`config.mk`:
```
export PLATFORM = sky130hd
export DESIGN_NAME = three_bit_cpu_step
export DESIGN_NICKNAME = d
export VERILOG_FILES = /design/src/rtl/tbc_pkg.sv /design/src/rtl/tbc_ram.sv /design/src/rtl/tbc_exec.sv /design/src/rtl/three_bit_cpu_step.sv
export SDC_FILE = /design/constraint.sdc
export NUM_CORES = 1
export LEC_CHECK = 0
export BUFFER_PORTS_ARGS = -buffer_cell sky130_fd_sc_hd__buf_2
export CAP_MARGIN = 20
export CORE_MARGIN = 10
export CORE_UTILIZATION = 68
export DETAILED_ROUTE_END_ITERATION = 16
export PLACE_DENSITY_LB_ADDON = 0.05
export SYNTH_ARGS = -nofsm -noshare
export SYNTH_HDL_FRONTEND = slang
export SYNTH_SLANG_ARGS = --single-unit
```
`constraint.sdc`:
```
create_clock -name clk -period 18.3 [get_ports clk]
set_input_delay 2.745 -clock clk [delete_from_list [all_inputs] [get_ports clk]]
set_output_delay 2.745 -clock clk [all_outputs]
set_load 0.005 [all_outputs]
```
`src/rtl/tbc_pkg.sv`:
```
// shared types and constants of the three-bit processor step block
// no dependencies
`timescale 1ns / 1ps
`default_nettype none

package tbc_pkg;

	localparam int PROG_DEPTH_DEF = 64;
	localparam int DATA_W = 64;
	localparam int LEN_W = 7;
	localparam int WORD_W = 3;
	localparam int CFG_IDX_W = 2;

	// command kinds on the input stream
	typedef enum logic [1:0] {
		CMD_LOAD    = 2'd0,
		CMD_RESTART = 2'd1,
		CMD_EXEC    = 2'd2,
		CMD_NOP     = 2'd3
	} cmd_t;

	// configuration register indexes
	localparam logic [CFG_IDX_W-1:0] REG_INIT_A = 2'd0;
	localparam logic [CFG_IDX_W-1:0] REG_INIT_B = 2'd1;
	localparam logic [CFG_IDX_W-1:0] REG_INIT_C = 2'd2;
	localparam logic [CFG_IDX_W-1:0] REG_PROG_LEN = 2'd3;

	// instruction opcodes
	localparam logic [WORD_W-1:0] OP_ADV = 3'd0;
	localparam logic [WORD_W-1:0] OP_BXL = 3'd1;
	localparam logic [WORD_W-1:0] OP_BST = 3'd2;
	localparam logic [WORD_W-1:0] OP_JNZ = 3'd3;
	localparam logic [WORD_W-1:0] OP_BXC = 3'd4;
	localparam logic [WORD_W-1:0] OP_OUT = 3'd5;
	localparam logic [WORD_W-1:0] OP_BDV = 3'd6;
	localparam logic [WORD_W-1:0] OP_CDV = 3'd7;

	// combo operand selectors
	localparam logic [WORD_W-1:0] ARG_REG_A = 3'd4;
	localparam logic [WORD_W-1:0] ARG_REG_B = 3'd5;
	localparam logic [WORD_W-1:0] ARG_REG_C = 3'd6;
	localparam logic [WORD_W-1:0] ARG_RSVD = 3'd7;

	// outcome of one executed instruction
	typedef struct packed {
		logic [DATA_W-1:0] a;
		logic [DATA_W-1:0] b;
		logic [DATA_W-1:0] c;
		logic              jump;
		logic              emitted;
		logic [WORD_W-1:0] emit_val;
		logic              bad;
	} exec_res_t;

endpackage

`default_nettype wire

```
`src/rtl/tbc_ram.sv`:
```
// generic single-write, single-read ram with registered read data
// no dependencies
`timescale 1ns / 1ps
`default_nettype none

module tbc_ram #(
	parameter int WIDTH = 3,
	parameter int DEPTH = 64
) (
	input  logic                     clk,
	input  logic                     we,
	input  logic [$clog2(DEPTH)-1:0] waddr,
	input  logic [WIDTH-1:0]         wdata,
	input  logic [$clog2(DEPTH)-1:0] raddr,
	output logic [WIDTH-1:0]         rdata
);

	logic [WIDTH-1:0] mem_q [DEPTH];

	// read returns the old word on a same-address write
	always_ff @(posedge clk) begin
		if (we) begin
			mem_q[waddr] <= wdata;
		end
		rdata <= mem_q[raddr];
	end

endmodule

`default_nettype wire

```
`src/rtl/tbc_exec.sv`:
```
// execute unit: decodes one opcode/operand pair against registers a, b, c
// depends on tbc_pkg
`timescale 1ns / 1ps
`default_nettype none

module tbc_exec (
	input  logic [tbc_pkg::WORD_W-1:0] op,
	input  logic [tbc_pkg::WORD_W-1:0] arg,
	input  logic [tbc_pkg::DATA_W-1:0] a,
	input  logic [tbc_pkg::DATA_W-1:0] b,
	input  logic [tbc_pkg::DATA_W-1:0] c,
	output tbc_pkg::exec_res_t         res
);
	import tbc_pkg::*;

	logic [DATA_W-1:0] combo;
	logic              uses_combo;
	logic [DATA_W-1:0] a_shr;

	always_comb begin
		case (arg)
			ARG_REG_A: combo = a;
			ARG_REG_B: combo = b;
			ARG_REG_C: combo = c;
			default:   combo = DATA_W'(arg);
		endcase
	end

	// shift by 64 or more clears
	assign a_shr = (combo[DATA_W-1:6] != '0) ? '0 : (a >> combo[5:0]);

	assign uses_combo = (op == OP_ADV) || (op == OP_BST) || (op == OP_OUT) ||
		(op == OP_BDV) || (op == OP_CDV);

	always_comb begin
		res = '{a: a, b: b, c: c, jump: 1'b0, emitted: 1'b0, emit_val: '0, bad: 1'b0};
		if (uses_combo && arg == ARG_RSVD) begin
			res.bad = 1'b1;
		end else begin
			unique case (op)
				OP_ADV: res.a = a_shr;
				OP_BXL: res.b = b ^ DATA_W'(arg);
				OP_BST: res.b = DATA_W'(combo[WORD_W-1:0]);
				OP_JNZ: res.jump = (a != '0);
				OP_BXC: res.b = b ^ c;
				OP_OUT: begin
					res.emitted = 1'b1;
					res.emit_val = combo[WORD_W-1:0];
				end
				OP_BDV: res.b = a_shr;
				OP_CDV: res.c = a_shr;
				default: res.bad = 1'b0;
			endcase
		end
	end

endmodule

`default_nettype wire

```
`src/rtl/three_bit_cpu_step.sv`:
```
// three_bit_cpu_step: one command per beat, result valid in the cycle after the input beat
// throughput one command per cycle unless the result stream stalls; program words sit
// in two ram copies read at pc and pc+1, addressed by the next pc so the pair is ready
// when the next beat comes; a load that hits the word being fetched is forwarded from
// a bypass register; async reset clears registers a, b, c, the counter and the
// configuration; program memory is not cleared and holds garbage until loaded
`timescale 1ns / 1ps
`default_nettype none

module three_bit_cpu_step #(
	parameter int PROG_DEPTH = tbc_pkg::PROG_DEPTH_DEF
) (
	input  logic                          clk,
	input  logic                          arst_n,
	// command stream
	input  logic                          s_tvalid,
	output logic                          s_tready,
	input  logic [15:0]                   s_tdata,   // word_index[5:0], word_value[8:6], zero pad
	input  logic [1:0]                    s_tuser,   // opcode[1:0]
	// result stream
	output logic                          m_tvalid,
	input  logic                          m_tready,
	output logic [7:0]                    m_tdata,   // emitted[0], emitted_value[3:1],
	                                                 // halted[4], bad_operand[5], zero pad
	// configuration writes
	input  logic                          cfg_we,
	input  logic [tbc_pkg::CFG_IDX_W-1:0] cfg_index,
	input  logic [tbc_pkg::DATA_W-1:0]    cfg_data
);
	import tbc_pkg::*;

	localparam int AW = $clog2(PROG_DEPTH);
	// counter must hold a jump target up to seven and pc+2 up to the depth
	localparam int PC_MAX = (PROG_DEPTH > 7) ? PROG_DEPTH : 7;
	localparam int PCW = $clog2(PC_MAX + 1);
	localparam int CMPW = ((PCW > LEN_W) ? PCW : LEN_W) + 1;

	// configuration
	logic [DATA_W-1:0] init_a_q, init_b_q, init_c_q;
	logic [LEN_W-1:0]  prog_len_q;

	// architectural state
	logic [DATA_W-1:0] reg_a_q, reg_b_q, reg_c_q;
	logic [PCW-1:0]    pc_q, pc_d;

	// input beat decode
	cmd_t              cmd;
	logic [5:0]        word_index;
	logic [WORD_W-1:0] word_value;
	logic              acc;

	// fetch
	logic              mem_we;
	logic [AW-1:0]     mem_waddr;
	logic [AW-1:0]     ra_op, ra_arg;
	logic [WORD_W-1:0] rd_op, rd_arg;
	logic              fwd_op_q, fwd_arg_q;
	logic [WORD_W-1:0] fwd_data_q;
	logic [WORD_W-1:0] op, arg;

	// execute
	exec_res_t         res;
	logic [CMPW-1:0]   eff_len;
	logic              halted_now, halted_nx;
	logic              exec_go;

	// output register
	logic              m_valid_q;
	logic [7:0]        m_data_q;

	assign cmd = cmd_t'(s_tuser);
	assign word_index = s_tdata[5:0];
	assign word_value = s_tdata[8:6];

	// output register frees the input side whenever it drains
	assign s_tready = !m_valid_q || m_tready;
	assign acc = s_tvalid && s_tready;

	always_ff @(posedge clk or negedge arst_n) begin
		if (!arst_n) begin
			init_a_q <= '0;
			init_b_q <= '0;
			init_c_q <= '0;
			prog_len_q <= '0;
		end else if (cfg_we) begin
			unique case (cfg_index)
				REG_INIT_A:   init_a_q <= cfg_data;
				REG_INIT_B:   init_b_q <= cfg_data;
				REG_INIT_C:   init_c_q <= cfg_data;
				REG_PROG_LEN: prog_len_q <= cfg_data[LEN_W-1:0];
				default:      prog_len_q <= prog_len_q;
			endcase
		end
	end

	// program length saturates at the memory depth
	assign eff_len = (32'(prog_len_q) > 32'(PROG_DEPTH)) ? CMPW'(PROG_DEPTH) : CMPW'(prog_len_q);

	// halted when no full opcode/operand pair is left
	assign halted_now = (CMPW'(pc_q) + CMPW'(1)) >= eff_len;
	assign halted_nx = (CMPW'(pc_d) + CMPW'(1)) >= eff_len;

	// loads past the memory end are dropped
	assign mem_we = acc && (cmd == CMD_LOAD) && (32'(word_index) < 32'(PROG_DEPTH));
	assign mem_waddr = AW'(word_index);

	// fetch addresses follow the next pc
	assign ra_op = pc_d[AW-1:0];
	assign ra_arg = AW'(pc_d + PCW'(1));

	tbc_ram #(
		.WIDTH(WORD_W),
		.DEPTH(PROG_DEPTH)
	) u_ram_op (
		.clk(clk),
		.we(mem_we),
		.waddr(mem_waddr),
		.wdata(word_value),
		.raddr(ra_op),
		.rdata(rd_op)
	);

	tbc_ram #(
		.WIDTH(WORD_W),
		.DEPTH(PROG_DEPTH)
	) u_ram_arg (
		.clk(clk),
		.we(mem_we),
		.waddr(mem_waddr),
		.wdata(word_value),
		.raddr(ra_arg),
		.rdata(rd_arg)
	);

	// bypass a load that lands on a word being fetched this cycle
	always_ff @(posedge clk or negedge arst_n) begin
		if (!arst_n) begin
			fwd_op_q <= 1'b0;
			fwd_arg_q <= 1'b0;
		end else begin
			fwd_op_q <= mem_we && (mem_waddr == ra_op);
			fwd_arg_q <= mem_we && (mem_waddr == ra_arg);
		end
	end

	always_ff @(posedge clk) begin
		fwd_data_q <= word_value;
	end

	assign op = fwd_op_q ? fwd_data_q : rd_op;
	assign arg = fwd_arg_q ? fwd_data_q : rd_arg;

	tbc_exec u_exec (
		.op(op),
		.arg(arg),
		.a(reg_a_q),
		.b(reg_b_q),
		.c(reg_c_q),
		.res(res)
	);

	assign exec_go = acc && (cmd == CMD_EXEC) && !halted_now;

	// next program counter
	always_comb begin
		pc_d = pc_q;
		if (acc && cmd == CMD_RESTART) begin
			pc_d = '0;
		end else if (exec_go) begin
			pc_d = res.jump ? PCW'(arg) : pc_q + PCW'(2);
		end
	end

	always_ff @(posedge clk or negedge arst_n) begin
		if (!arst_n) begin
			reg_a_q <= '0;
			reg_b_q <= '0;
			reg_c_q <= '0;
			pc_q <= '0;
		end else begin
			pc_q <= pc_d;
			if (acc && cmd == CMD_RESTART) begin
				reg_a_q <= init_a_q;
				reg_b_q <= init_b_q;
				reg_c_q <= init_c_q;
			end else if (exec_go) begin
				reg_a_q <= res.a;
				reg_b_q <= res.b;
				reg_c_q <= res.c;
			end
		end
	end

	// result beat register
	always_ff @(posedge clk or negedge arst_n) begin
		if (!arst_n) begin
			m_valid_q <= 1'b0;
		end else if (acc) begin
			m_valid_q <= 1'b1;
		end else if (m_tready) begin
			m_valid_q <= 1'b0;
		end
	end

	always_ff @(posedge clk) begin
		if (acc) begin
			m_data_q <= {2'b00,
				exec_go && res.bad,
				halted_nx,
				exec_go ? res.emit_val : 3'b000,
				exec_go && res.emitted};
		end
	end

	assign m_tvalid = m_valid_q;
	assign m_tdata = m_data_q;

	// restart never reports output or a fault
	a_restart_quiet: assert property (@(posedge clk) disable iff (!arst_n)
		acc && cmd == CMD_RESTART |=> m_tvalid && !m_tdata[0] && !m_tdata[5])
		else $error("restart beat reported output or fault");

	// a non-jumping executed step advances the counter by two
	a_pc_step: assert property (@(posedge clk) disable iff (!arst_n)
		exec_go && !res.jump |=> pc_q == $past(pc_q) + PCW'(2))
		else $error("program counter did not advance by two");

	// loads leave registers a and b and the counter untouched
	a_load_keeps: assert property (@(posedge clk) disable iff (!arst_n)
		acc && cmd == CMD_LOAD |=> $stable(reg_a_q) && $stable(reg_b_q) && $stable(pc_q))
		else $error("load changed architectural state");

	// a halted execute keeps the counter, emits nothing and reports halted
	a_halt_holds: assert property (@(posedge clk) disable iff (!arst_n)
		acc && cmd == CMD_EXEC && halted_now |=> $stable(pc_q) && m_tdata[4] && !m_tdata[0])
		else $error("halted execute changed state");

endmodule

`default_nettype wire

```
==> impl_metrics.yaml, run 1 <==
placement:
  hpwl_um: 71340
  place_congestion: 1.022
  port_buffers: 89
  dp_cells: 3561
routing:
  viasPerCell: 7.145
  drtIter0Drc: 3508
  drcViolationCount: 0
  wl_um: 104200
  firstDrtPassIters: 6
  detail-route-antenna-nets: 0
  route.vias.total: 26260
  route.detailed.wl_per_inst_um: 28.36
global_route:
  grt_max_degree: 180
  grt.total_usage_pct: 35.57
  grt_overflow: 0
  grt_pass1_vias: 25600
  antenna_found_initial: 3
  grt_pass1_wl_um: 157900
clock_tree:
  htree_levels: 2
  cts_tree: "built"
  worstSkewPairLatency_ns: 0.66
  path_clk_slew_ns: 0.06
  cts_setup_buffers: 0
  cts_buffers: 60
  postCtsHoldBufs: 0
  cts_root_buf: "clkbuf_16"
  clockBufferDepth: 3
  clkSinkCount: 608
  post_cts_resized: 0
sta:
  worst_hold_slack_ns: 0.4833
  setup_viol: 0
  hold_viol_final: 0
  finClkSkew_ns: 0.01746
  fmaxAchievable_mhz: 132.3
  period_minus_slack_ns: 7.557
  slew_headroom_pct: 3.254
  drv_slew: 0
  finalCritPeriodShare_pct: 41.30
  fin_setup_tns_ns: 0
  worstMarginPinSlew_ns: 1.438
  rsz0062_at_grt: "no"
power:
  switching_share_pct: 46.85
  p_per_area_mw_per_mm2: 200.3
  internal_power_mw: 3.864
  p_switching_mw: 3.407
  vdd.ir_drop.worst_uv: 140.7
  power_frac_seq_pct: 28.6
  p_leak_nw: 14.34
  p_comb_share_pct: 54.3
  power_frac_clock_pct: 17.1
worst_setup_path:
  cp_slowest_cell: "ha_2"
  crit_path_end_kind: "flip-flop"
  reg2reg_from: "pc_q[2]"
  path_cells: "buf_2 > nand2b_1 > nand4b_1 > a211oi_2 > and2_1 > a31o_1 > or2_4 > inv_1 > ha_2 > buf_4 > mux4_4 > mux4_2 > a21o_1 > a2bb2oi_1"
  critPathTopFamily: "simple AND/OR/NAND/NOR gates"
  critPathArrivalTime_ns: 8.08
  critPathMaxStageDelay_ns: 0.69
  cp_data_required_time_ns: 18.82
  critPathLaunchType: "input pin"
  startpoint: "m_tready"
  crit_buf_inv: 3
  critical_path_class: "in2reg"
  cp_max_fo: 39
die:
  fp.coreArea_mm2: 0.04875
  rows: 81
  io_pins: 99
  initial_core_util_pct: 68.40
  die-width_um: 241.4
  die_h_um: 241.4
  dieArea_mm2: 0.05829
final_layout:
  instances_no_fill: 3676
  drive_gt1_share_pct: 19.96
  nets: 3069
  syn_to_final_growth_pct: 8.848
outcome:
  outcome: "finished, final reports clean"
synthesis:
  synth_cells: 2960
  netlist_area_mm2: 0.03334
  yosysUniqueCellTypes: 87
  synth-seq-cells: 608
  syn_avg_cell_area_um2: 11.27
  synth_warnings: 0
  dominantRegCellSynth: "dfrtp_1"
  synth_edf_count: 198
  async_flop_share_pct: 65.95
  seq_area_frac_synth_pct: 48.47
flow_run:
  maxCapViolations: 0
worst_hold_path:
  hold_class: "reg2reg"
  hold_start: "init_b_q[5]"
-- state kept, by name, summed over array words and instances, names as in the netlist --
| signal | cells |
|---|---|
| fwd_arg_q | 1 |
| fwd_data_q | 3 |
| fwd_op_q | 1 |
| init_a_q | 64 |
| init_b_q | 64 |
| init_c_q | 64 |
| m_tdata | 6 |
| m_tvalid | 1 |
| pc_q | 7 |
| prog_len_q | 7 |
| reg_a_q | 64 |
| reg_b_q | 64 |
| reg_c_q | 64 |
| u_ram_arg.mem_q | 3 |
| u_ram_arg.rdata | 3 |
| u_ram_op.mem_q | 189 |
| u_ram_op.rdata | 3 |
-- cells in the mapped netlist (16+ instances only) --
library cell | count | area (um^2)
a31oi_1 | 16 | 100.1
o211ai_1 | 21 | 157.7
o22a_1 | 26 | 227.7
ha_1 | 17 | 212.7
a21oi_1 | 167 | 835.8
o21a_1 | 24 | 180.2
edfxtp_1 | 198 | 5946
o22ai_1 | 42 | 262.8
nand4_1 | 21 | 131.4
nand3_1 | 60 | 300.3
buf_1 | 17 | 63.81
nor4_1 | 45 | 281.5
buf_2 | 40 | 200.2
mux2_2 | 263 | 2962
inv_1 | 17 | 63.81
a22oi_1 | 72 | 540.5
xnor2_1 | 42 | 367.9
dfrtp_1 | 401 | 10030
nor3_1 | 52 | 260.3
mux2i_1 | 356 | 3563
nor2_1 | 231 | 867.1
xor2_1 | 31 | 271.5
mux4_2 | 54 | 1216
clkbuf_1 | 134 | 503.0
nand2_1 | 252 | 945.9
o21ai_0 | 123 | 615.6
-- worst reg2reg max path, delay by kind of cell (launching register included) --
family | cells | cell delay (ns)
compound gates | 5 | 1.10
xor+xnor | 1 | 0.14
fa+ha+maj | 3 | 1.31
buf+inv | 2 | 0.99
flops | 1 | 0.82
mux | 2 | 1.12
simple gates | 4 | 1.38
-- placed cells by master (no fill, tap or decap), types with 16 or more instances in the layout --
cell       count
buf_4         49
mux2i_1      356
o21ai_0      123
buf_2         88
inv_1         17
o22a_1        26
edfxtp_1     198
nor4_1        45
o211ai_1      21
mux2_2       263
xor2_1        31
nor2_1       226
xnor2_1       42
o22ai_1       42
a21oi_1      165
nand3_1       59
ha_1          16
dfrtp_1      401
a31oi_1       16
nand4_1       21
clkbuf_16     60
nand2_1      248
o21a_1        24
nor3_1        52
mux4_2        54
a22oi_1       72
-- power groups by stage --
stage	clock, mW	sequential (mW)	combinational (mW)
floorplan	0	1.94	2.63
global placement	0	2.06	3.69
finish	1.25	2.08	3.95
CTS	1.25	2.06	3.79
global route	1.31	2.10	4.13
detailed placement	0	2.08	3.76
-- through the flow --
stage / utilization (%) / power (mW) / setup WS (ns) / area (um^2)
finish: 74.45 / 7.271 / 10.74 / 36290
global route: 74.45 / 7.544 / 10.44 / 36290
CTS: 74.27 / 7.097 / 10.86 / 36200
detailed placement: 70.18 / 5.842 / 10.18 / 34210
global placement: 70.18 / 5.758 / 10.23 / 34210
floorplan: - / 4.567 / 11.13 / 33350
-- worst paths after layout --
path	endpoint	slack, ns	depth (start not counted)
setup / recovery	u_ram_arg.rdata[0]	10.74	14
hold / removal	reg_b_q[5]	0.48	1
setup reg to reg	u_ram_arg.rdata[0]	11.31	17
hold reg to reg	reg_b_q[5]	0.48	1
max in group asynchronous	init_c_q[30]	13.69	3
min in group asynchronous	m_tvalid	2.10	1
-- routing by layer --
metal / track usage [%] / vias to the layer above / wire (um)
li1: - / 11160 / -
met1: 52.02 / 13270 / 42870
met2: 51.92 / 1604 / 45680
met3: 8.542 / 230 / 12740
met4: 10.71 / 4 / 2928
met5: 0 / - / 25
-- layout make-up --
cell class              count  area (um^2)
flip-flops and latches    608        16160
fillers                  3281        12450
repair buffers            143        930.9
diodes                      1        2.502
clock inverters            34        350.3
inverters                  21        78.83
well taps                 664        830.8
clock buffers              76         1642
multi-input cells        2129        16300
-- cells by family after synthesis --
family | synth area share (%)
xor+xnor | 2.049
fa+ha+maj | 0.6379
simple gates | 9.989
compound gates | 12.14
flops | 48.47
mux | 23.79
other cells | 0.01125
buf+inv | 2.916
Power figures use the tool's default switching activity.
==> run 2, diff against run 1 <==
--- a/config.mk
+++ b/config.mk
@@ -8,7 +8,7 @@
 export BUFFER_PORTS_ARGS = -buffer_cell sky130_fd_sc_hd__buf_2
 export CAP_MARGIN = 20
 export CORE_MARGIN = 10
-export CORE_UTILIZATION = 68
+export CORE_UTILIZATION = 57
 export DETAILED_ROUTE_END_ITERATION = 16
 export PLACE_DENSITY_LB_ADDON = 0.05
 export SYNTH_ARGS = -nofsm -noshare
==> constraint.sdc (replaced) <==
create_clock -name clk -period 6 [get_ports clk]
set_input_delay 0.9 -clock clk [delete_from_list [all_inputs] [get_ports clk]]
set_output_delay 0.9 -clock clk [all_outputs]
set_load 0.005 [all_outputs]
==> impl_metrics.yaml, run 2 (synthesis results as in run 1) <==
outcome:
  outcome: "finished, final reports clean"
sta:
  worst_hold_slack_ns: 0.2849
  hold_viol_final: 0
  finalCritPeriodShare_pct: 92.36
  fin_setup_tns_ns: 0
  setup_viol: 0
  rsz0062_at_grt: "no"
  period_minus_slack_ns: 5.541
  setup_ws_ns: 0.4586
  worstMarginPinSlew_ns: 1.180
  drv_slew: 0
  fmaxAchievable_mhz: 180.5
  finClkSkew_ns: 0.03298
  slew_headroom_pct: 21.32
clock_tree:
  post_cts_resized: 0
  clockBufferDepth: 3
  cts_setup_buffers: 0
  postCtsHoldBufs: 0
  path_clk_slew_ns: 0.06
  htree_levels: 3
  clkSinkCount: 608
  cts_tree: "built"
  cts_buffers: 66
  cts_root_buf: "clkbuf_16"
  worstSkewPairLatency_ns: 0.63
routing:
  route.detailed.wl_per_inst_um: 28.48
  route.vias.total: 26000
  detail-route-antenna-nets: 0
  wl_um: 108800
  drtIter0Drc: 2953
  drcViolationCount: 0
  viasPerCell: 6.807
  firstDrtPassIters: 6
die:
  die-width_um: 261.9
  die_h_um: 261.9
  initial_core_util_pct: 57.68
  rows: 88
  io_pins: 99
  fp.coreArea_mm2: 0.05781
  dieArea_mm2: 0.06857
power:
  p_total_mw: 22.79
  vdd.ir_drop.worst_uv: 389.8
  p_per_area_mw_per_mm2: 618.7
  p_leak_nw: 14.57
global_route:
  grt.total_usage_pct: 31.51
  antenna_found_initial: 3
  grt_max_degree: 177
  grt_pass1_wl_um: 163300
  grt_pass1_vias: 25510
  grt_overflow: 0
final_layout:
  layout_commonest_cell: "dfrtp_1"
  syn_to_final_growth_pct: 10.50
  instances_no_fill: 3820
  nets: 3111
  fin_util_pct: 63.74
  final_cell_mix: "dfrtp_1, mux2i_1, mux2_2"
  postLayoutCellArea_mm2: 0.03685
  drive_gt1_share_pct: 20.86
  largest_reg_flops: 189
  regMostFlops: "u_ram_op.mem_q"
worst_setup_path:
  crit_path_end_kind: "flip-flop"
  path_cells: "ha_1 > nand3_1 > xnor2_1 > ha_1 > a21o_1 > a21o_1 > a211oi_2 > and2_1 > a21oi_1 > or2_4 > inv_1 > ha_2 > buf_4 > mux2_2 > nor2_1 > a21oi_1 > a22oi_1 > o311ai_0 > o31ai_1 > o21ai_0 > a21oi_1 > a311oi_1 > a2bb2oi_1"
  critPathMaxStageDelay_ns: 0.56
  cp_slowest_cell: "and2_1"
  startpoint: "pc_q[0]"
  critical_path_class: "reg2reg"
  crit_buf_inv: 2
  critPathArrivalTime_ns: 6.03
  cp_max_fo: 23
  critPathLaunchType: "flip-flop"
  cp_data_required_time_ns: 6.49
  critPathTopFamily: "compound AO/OA/AOI/OAI gates"
  cpMostUsedCell: "a21oi_1"
  reg2reg_from: "pc_q[0]"
placement:
  place_congestion: 1.033
  place_area_mm2: 0.03469
  port_buffers: 89
  dp_cells: 3699
  hpwl_um: 76530
  pre_cts_ws_ns: 0.5495
worst_hold_path:
  hold_class: "in2async"
flow_run:
  maxCapViolations: 0
==> run 2: cell count changes in the layout (fill, tap and decap cells not counted), moves of 4 or more <==
cell and delta:
clkbuf_16 +6, clkinv_2 -4, buf_12 +6, clkinv_4 -5, buf_4 +31, clkbuf_1 +7
==> run 2: where the power goes <==
group,internal (mW),total (mW),switching (mW),leakage [nW]
Clock,2.22,3.95,1.73,1.02
Combinational,4.70,12.5,7.81,6.91
Sequential,5.21,6.33,1.11,6.64
Total,12.1,22.8,10.7,14.6
==> run 2: path summary, 6_finish.rpt <==
| check | end | cells after the start | slack (ns) |
|---|---|---|---|
| setup / recovery | u_ram_arg.rdata[0] | 23 | 0.46 |
| hold / removal | m_tvalid | 1 | 0.28 |
| setup reg to reg | u_ram_arg.rdata[0] | 23 | 0.46 |
| hold reg to reg | reg_b_q[41] | 2 | 0.50 |
| max in group asynchronous | reg_b_q[31] | 2 | 4.22 |
| min in group clk | reg_b_q[41] | 2 | 0.50 |
==> run 2: metal layers <==
layer,vias up,track usage (%),wire (um)
met4,0,8.621,2856
met2,1350,45.14,46560
met5,-,0,0
met1,13230,47.38,48220
met3,187,7.127,11160
li1,11240,-,-
==> run 2: final cells by class <==
cell class / count / area, um^2
antenna: 1 / 2.502
clock buffer: 91 / 1846
clock inverter: 26 / 245.2
fill: 4542 / 20960
inverter: 21 / 78.83
multi-input combinational: 2129 / 16300
sequential: 608 / 16160
tap: 765 / 957.2
timing repair buffer: 179 / 1256
==> run 2: worst register-to-register path: stages, from the launching register on <==
cell and delay [ns]:
dfrtp_1 0.45, ha_1 0.22, nand3_1 0.13, xnor2_1 0.16, ha_1 0.30, a21o_1 0.18
a21o_1 0.18, a211oi_2 0.32, and2_1 0.56, a21oi_1 0.22, or2_4 0.30, inv_1 0.08
ha_2 0.17, buf_4 0.33, mux2_2 0.42, nor2_1 0.10, a21oi_1 0.05, a22oi_1 0.16
o311ai_0 0.16, o31ai_1 0.33, o21ai_0 0.16, a21oi_1 0.21, a311oi_1 0.07, a2bb2oi_1 0.16
